`src/hw/rtl/bmp_pkg.sv`:
```
// bmp_pkg: shared constants, beat types and build state codes for the
// binomial mod prime block. No dependencies.
`default_nettype none
package bmp_pkg;

  localparam int TABLE_SIZE = 4096;
  localparam int IDX_W      = $clog2(TABLE_SIZE);
  localparam int VAL_W      = 30;
  localparam int MU_W       = 31;
  localparam int MUL_LAT    = 4;
  localparam int PIPE_DEPTH = 1 + 2 * MUL_LAT;

  localparam logic [VAL_W-1:0] PRIME = 30'd1000000007;
  // floor(2^60 / p) for barrett reduction
  localparam logic [MU_W-1:0]  MU    = 31'd1152921496;

  typedef struct packed {
    logic [11:0] total_count;
    logic [11:0] choose_count;
  } query_t;

  typedef struct packed {
    logic [29:0] coefficient;
    logic        invalid;
  } result_t;

  // operands the table builder drives into the two multipliers
  typedef struct packed {
    logic [VAL_W-1:0] a_a;
    logic [VAL_W-1:0] a_b;
    logic [VAL_W-1:0] b_ab;
  } build_op_t;

  typedef enum logic [4:0] {
    ST_INIT  = 5'b00001,
    ST_FACT  = 5'b00010,
    ST_POW   = 5'b00100,
    ST_INV   = 5'b01000,
    ST_READY = 5'b10000
  } build_st_e;

endpackage
`default_nettype wire

```
`src/hw/rtl/bmp_mulmod.sv`:
```
// bmp_mulmod: four-stage pipelined multiply modulo p with barrett reduction.
// Depends on bmp_pkg.
`default_nettype none
module bmp_mulmod (
  input  logic                      clk_i,
  input  logic                      en_i,
  input  logic [bmp_pkg::VAL_W-1:0] a_i,
  input  logic [bmp_pkg::VAL_W-1:0] b_i,
  output logic [bmp_pkg::VAL_W-1:0] res_o
);
  import bmp_pkg::*;

  localparam int PW = 2 * VAL_W;
  localparam int TW = VAL_W + 1 + MU_W;
  localparam int RW = VAL_W + 2;
  localparam logic [RW-1:0] P1 = RW'(PRIME);
  localparam logic [RW-1:0] P2 = RW'(2 * 64'(PRIME));

  logic [PW-1:0]    x_q;
  logic [TW-1:0]    t_q;
  logic [RW-1:0]    xlo2_q, xlo3_q, qp_q;
  logic [VAL_W-1:0] res_q;
  logic [RW-1:0]    r, r1, r2;

  always_ff @(posedge clk_i) begin
    if (en_i) begin
      x_q    <= PW'(a_i) * PW'(b_i);
      t_q    <= TW'(x_q[PW-1:VAL_W-1]) * TW'(MU);
      xlo2_q <= x_q[RW-1:0];
      qp_q   <= RW'(64'(t_q[TW-1:VAL_W+1]) * 64'(PRIME));
      xlo3_q <= xlo2_q;
      res_q  <= (r >= P2) ? VAL_W'(r2) : (r >= P1) ? VAL_W'(r1) : VAL_W'(r);
    end
  end

  // barrett remainder is below 3p, so at most two corrections
  assign r  = xlo3_q - qp_q;
  assign r1 = r - P1;
  assign r2 = r - P2;

  assign res_o = res_q;

endmodule
`default_nettype wire

```
`config.mk`:
```
export PLATFORM = sky130hd
export DESIGN_NAME = bmp_mulmod
export DESIGN_NICKNAME = d
export VERILOG_FILES = /design/src/hw/rtl/bmp_pkg.sv /design/src/hw/rtl/bmp_mulmod.sv
export SDC_FILE = /design/constraint.sdc
export NUM_CORES = 2
export LEC_CHECK = 0
export ABC_AREA = 1
export BUFFER_PORTS_ARGS = -buffer_cell sky130_fd_sc_hd__buf_2
export CAP_MARGIN = 20
export CORE_UTILIZATION = 45
export DETAILED_ROUTE_END_ITERATION = 12
export SYNTH_ARGS = -nofsm -noshare
export SYNTH_HDL_FRONTEND = slang
export SYNTH_SLANG_ARGS = --single-unit
export TNS_END_PERCENT = 20
```
`constraint.sdc`:
```
create_clock -name clk_i -period 11.8 [get_ports clk_i]
set_clock_uncertainty 0.1 [all_clocks]
set_input_delay 2.36 -clock clk_i [delete_from_list [all_inputs] [get_ports clk_i]]
set_output_delay 2.36 -clock clk_i [all_outputs]
set_load 0.05 [all_outputs]
```
Word-level counts from Yosys, hierarchy flattened
Cells that the tools add are included.
Widths: inputs -> output; s select.
{"block": "totals", "ff_bits": 245, "latch_bits": 0, "mem_bits_rw": 0, "rom_bits": 0, "input_bits": 62, "out_inout_bits": 30, "wordCells": 16, "n_memories": 0}
{"block": "classes", "n_addsub": 3, "n_mul": 3, "div_mod_pow": 0, "magnitude_cmp": 2, "n_eq_ne": 0, "shifts": 0, "mux": 2, "n_bitwise": 0, "n_reduce_logical": 0}
{"operator": "$mul 30x30->60", "n": 1}
{"operator": "$mux 30", "n": 2}
{"operator": "$sub 30x30->30 const B", "n": 2}
{"operator": "$mul 31x28->59 const B", "n": 1}
{"operator": "$ge 32x30->1 const B", "n": 1}
{"operator": "$ge 32x31->1 const B", "n": 1}
{"operator": "$mul 31x30->32 const B", "n": 1}
{"operator": "$sub 32x32->32", "n": 1}

Depth between registers and ports, before layout
{"block": "depth", "depth_word": 4, "ltp_mapped": 33, "mapped_depth_nobuf": 32}

Worst setup path after synthesis
Ideal clock, no wire load.
{"block": "synth_path", "path_type": "in2reg", "from": "input port b_i[4] in the netlist's numbering", "to": "register x_q[57] (data pin)", "setup_ps": 265, "t_arrival_ps": 8703, "t_required_ps": 11435, "slack_ps": 2732, "cell_stages": 29, "path_buffers": 1, "cell_sequence": "clkbuf_1 nand2_1 inv_1 fa_1 fa_1 fa_1 inv_1 fa_1 inv_1 fa_1 inv_1 fa_1 inv_1 fa_1 inv_1 fa_1 inv_1 ha_1 nand2_1 nor4_1 nand4_1 nand3_1 inv_1 o21ai_0 nand3_1 nand2_1 nand2_1 o21ai_0 xor2_1"}
{"block": "synth_via", "elab_chain_len": 1}
{"element": "from (decl)", "line_no": "bmp_mulmod.sv:8", "text": "input logic [bmp_pkg::VAL_W-1:0] b_i,"}
{"element": "$mul 30x30->60", "line_no": "bmp_mulmod.sv:27", "text": "x_q <= PW'(a_i) * PW'(b_i);"}
{"element": "to (signal assigned)", "line_no": "bmp_mulmod.sv:27"}
{"element": "to (decl)", "line_no": "bmp_mulmod.sv:19", "text": "logic [PW-1:0] x_q;"}
No other way between the ends.
A chain may end at the register's enable or synchronous reset.

Worst setup path in the final report
{"block": "layout_path", "from": "input port b_i[8] in the netlist's numbering", "to": "register x_q[55] (data pin)"}
Same word-level chain as after synthesis.

==> impl_metrics.json <==
{
  "outcome": "completed",
  "synth-edff-count": 217,
  "setup-violations-final": 0,
  "wl_per_cell_um": 18.7,
  "ctsHtreeMaxLevel": 1,
  "grt_antenna_before_repair": 2,
  "antenna_cell_count": 0,
  "clk-insertion-delay-late_ns": 0.58,
  "floorplan.die.height_um": 377,
  "cap_violations": 0,
  "core-area_mm2": 0.140,
  "grt_pass1_vias": 49800,
  "grt_max_degree": 81,
  "timing.final.max_slew_violations": 0,
  "worst_hold_path_type": "reg2reg",
  "via_count": 47400,
  "drt_pass1_iterations": 5,
  "synth_flop_cell": "edfxtp_1",
  "start_util": 0.454,
  "cts-root-to-sink-buffers": 3,
  "fin_setup_tns_ns": 0,
  "antenna_violating_nets_post_route": 0,
  "routabilityCongestion": 0.945,
  "holdWs_ns": 0.319,
  "ys.warnings.count": 0,
  "floorplan.die.width_um": 377,
  "overflow": 0,
  "ios": 92,
  "rows": 137,
  "met3_usage": 0.0268,
  "layout-drive-gt1-share": 0.0289,
  "synthDominantCellAreaShare": 0.387,
  "placement.io_buffers": 91,
  "postSynthAreaPerCell_um2": 8.34,
  "hold_fails_final_rpt": 0,
  "cts_resized": 0,
  "viasPerCell": 5.01,
  "postSynthCellCount": 7589,
  "final_nets": 9636,
  "synth_top_cell_by_area": "fa_1",
  "synth-seq-cells": 217,
  "timing.slew.headroom": 0.377,
  "grt_util_all_layers": 0.255,
  "fp.dieArea_mm2": 0.142,
  "ys_top_cells_by_area": "fa_1 (39%), ha_1 (16%), inv_1 (14%)",
  "ctsRootBufferMaster": "clkbuf_16",
  "reg2reg_setup_slack_ns": 4.56,
  "grt_use_met1": 0.354,
  "first_pass_grt_wire_length_um": 280000,
  "cp-end-kind": "register",
  "placedCellCount": 9403,
  "use_met2": 0.427,
  "final.min_clock_period_ns": 10.06,
  "cts_made_buffers": 25,
  "clkSlewWorstSetupHoldPaths_ns": 0.06,
  "synth-seq-area-share": 0.103,
  "count_of_unique_library_cells_instantiated_by_yosys": 46,
  "grt_busiest_layer": "met2",
  "hpwl_um": 147000,
  "critical_path_required_ns": 11.99,
  "fin_cells": 9448,
  "area_growth_syn_to_layout_pct": 4.99,
  "finalWirelength_um": 177000,
  "worst_ep_arrival_time_ns": 10.25,
  "worst_slew_pin_slew_ns": 0.935,
  "clock-sinks": 217,
  "clock_tree_from_tritoncts": "done",
  "most_frequent_cell_after_synthesis": "inv_1",
  "netlist_top_cells_count": "inv_1 (2293), nand2_1 (1667), fa_1 (1224)",
  "max_freq_mhz": 99.4,
  "detail_route.drc_violations": 0,
  "rsz0062_at_grt": "no",
  "final.period_utilization": 0.853,
  "ctsHoldBuffers": 0,
  "dr.first_iter.drc_count": 3350,
  "post-cts-setup-buffer-count": 0,
  "crit_fanout": 30,
  "syn-num-nets": 9671,
  "cp-start-kind": "input pin",
  "setup.worst_path.class": "in2reg",
  "postSynth.asyncResetShare": 0,
  "syn-cell-area_mm2": 0.0633
}
cell type report:
cell class	count	area, um^2
fill	13600	73100
multi-input combinational	4862	47300
inverter	2317	8700
sequential	217	6520
tap	1876	2350
timing repair buffer	131	766
clock buffer	26	629
clock inverter	19	185
worst max-delay path: stages:
cell	delay, ns
buf_2	0.64
nand2_1	0.14
inv_1	0.11
fa_1	0.44
fa_1	0.55
inv_1	0.06
fa_1	0.56
fa_1	0.54
inv_1	0.06
fa_1	0.51
fa_1	0.44
fa_1	0.52
inv_1	0.05
fa_1	0.48
inv_1	0.04
ha_1	0.37
nand2_1	0.12
nor2_1	0.18
inv_1	0.09
nor4_1	0.59
o21ai_0	0.22
nand3_1	0.33
nand2_1	0.10
o211ai_1	0.17
a21oi_1	0.21
o21ai_0	0.23
xor2_1	0.09
cells in the final DEF (no fill, tap or decap), drive strengths merged, types with 4 or more instances in the layout:
cell type	synthesis	final
a211oi	4	4
a21boi	7	7
a21o	11	11
a21oi	220	220
a31oi	35	35
and2	6	6
buf	10	131
clkbuf	183	26
clkinv	3	11
clkinvlp	0	5
edfxtp	217	217
fa	1224	1224
ha	796	796
inv	2314	2318
nand2	1676	1676
nand3	145	145
nand4	47	47
nor2	286	286
nor3	24	24
nor4	11	11
o211ai	8	8
o21a	13	13
o21ai	136	136
o21bai	11	11
o221ai	4	4
xnor2	63	63
xor2	120	120
layer usage:
metal,wire [um],part of all wire
met5,0,0
met4,4340,0.025
met3,10400,0.059
met2,82800,0.47
met1,79100,0.45
sequential cells by signal (all words and copies together), names as in the netlist:
register,cells
x_q,60
qp_q,32
xlo2_q,32
xlo3_q,32
t_q,31
res_o,30
kinds of logic (layout without fill, tap and decap cells):
family          Yosys count  count (layout)  synth area share
compound gates          459             459            0.0400
xor+xnor                183             183            0.0254
fa+ha+maj              2020            2020             0.544
buf+inv                2510            2493             0.150
flops                   217             217             0.103
simple gates           2200            2200             0.138
per-stage QoR:
step / utilization / setup slack [ns] / cell area (um^2)
floorplan: - / 2.73 / 63300
CTS: 0.476 / 1.80 / 66500
global placement: 0.470 / 1.17 / 65600
global route: 0.476 / 1.42 / 66500
finish: 0.476 / 1.74 / 66500
detailed placement: 0.470 / 1.21 / 65600
path summary, 6_finish.rpt:
kind              startpoint   endpoint  cells past startpoint
hold / removal     xlo2_q[4]  xlo3_q[4]                      0
setup reg to reg     x_q[42]    t_q[61]                     20
setup / recovery      b_i[8]    x_q[55]                     27
hold reg to reg    xlo2_q[4]  xlo3_q[4]                      0
Power is left out: the tool's default activity adds up to more than one toggle a clock period on the data nets, which glitch-free logic cannot reach.
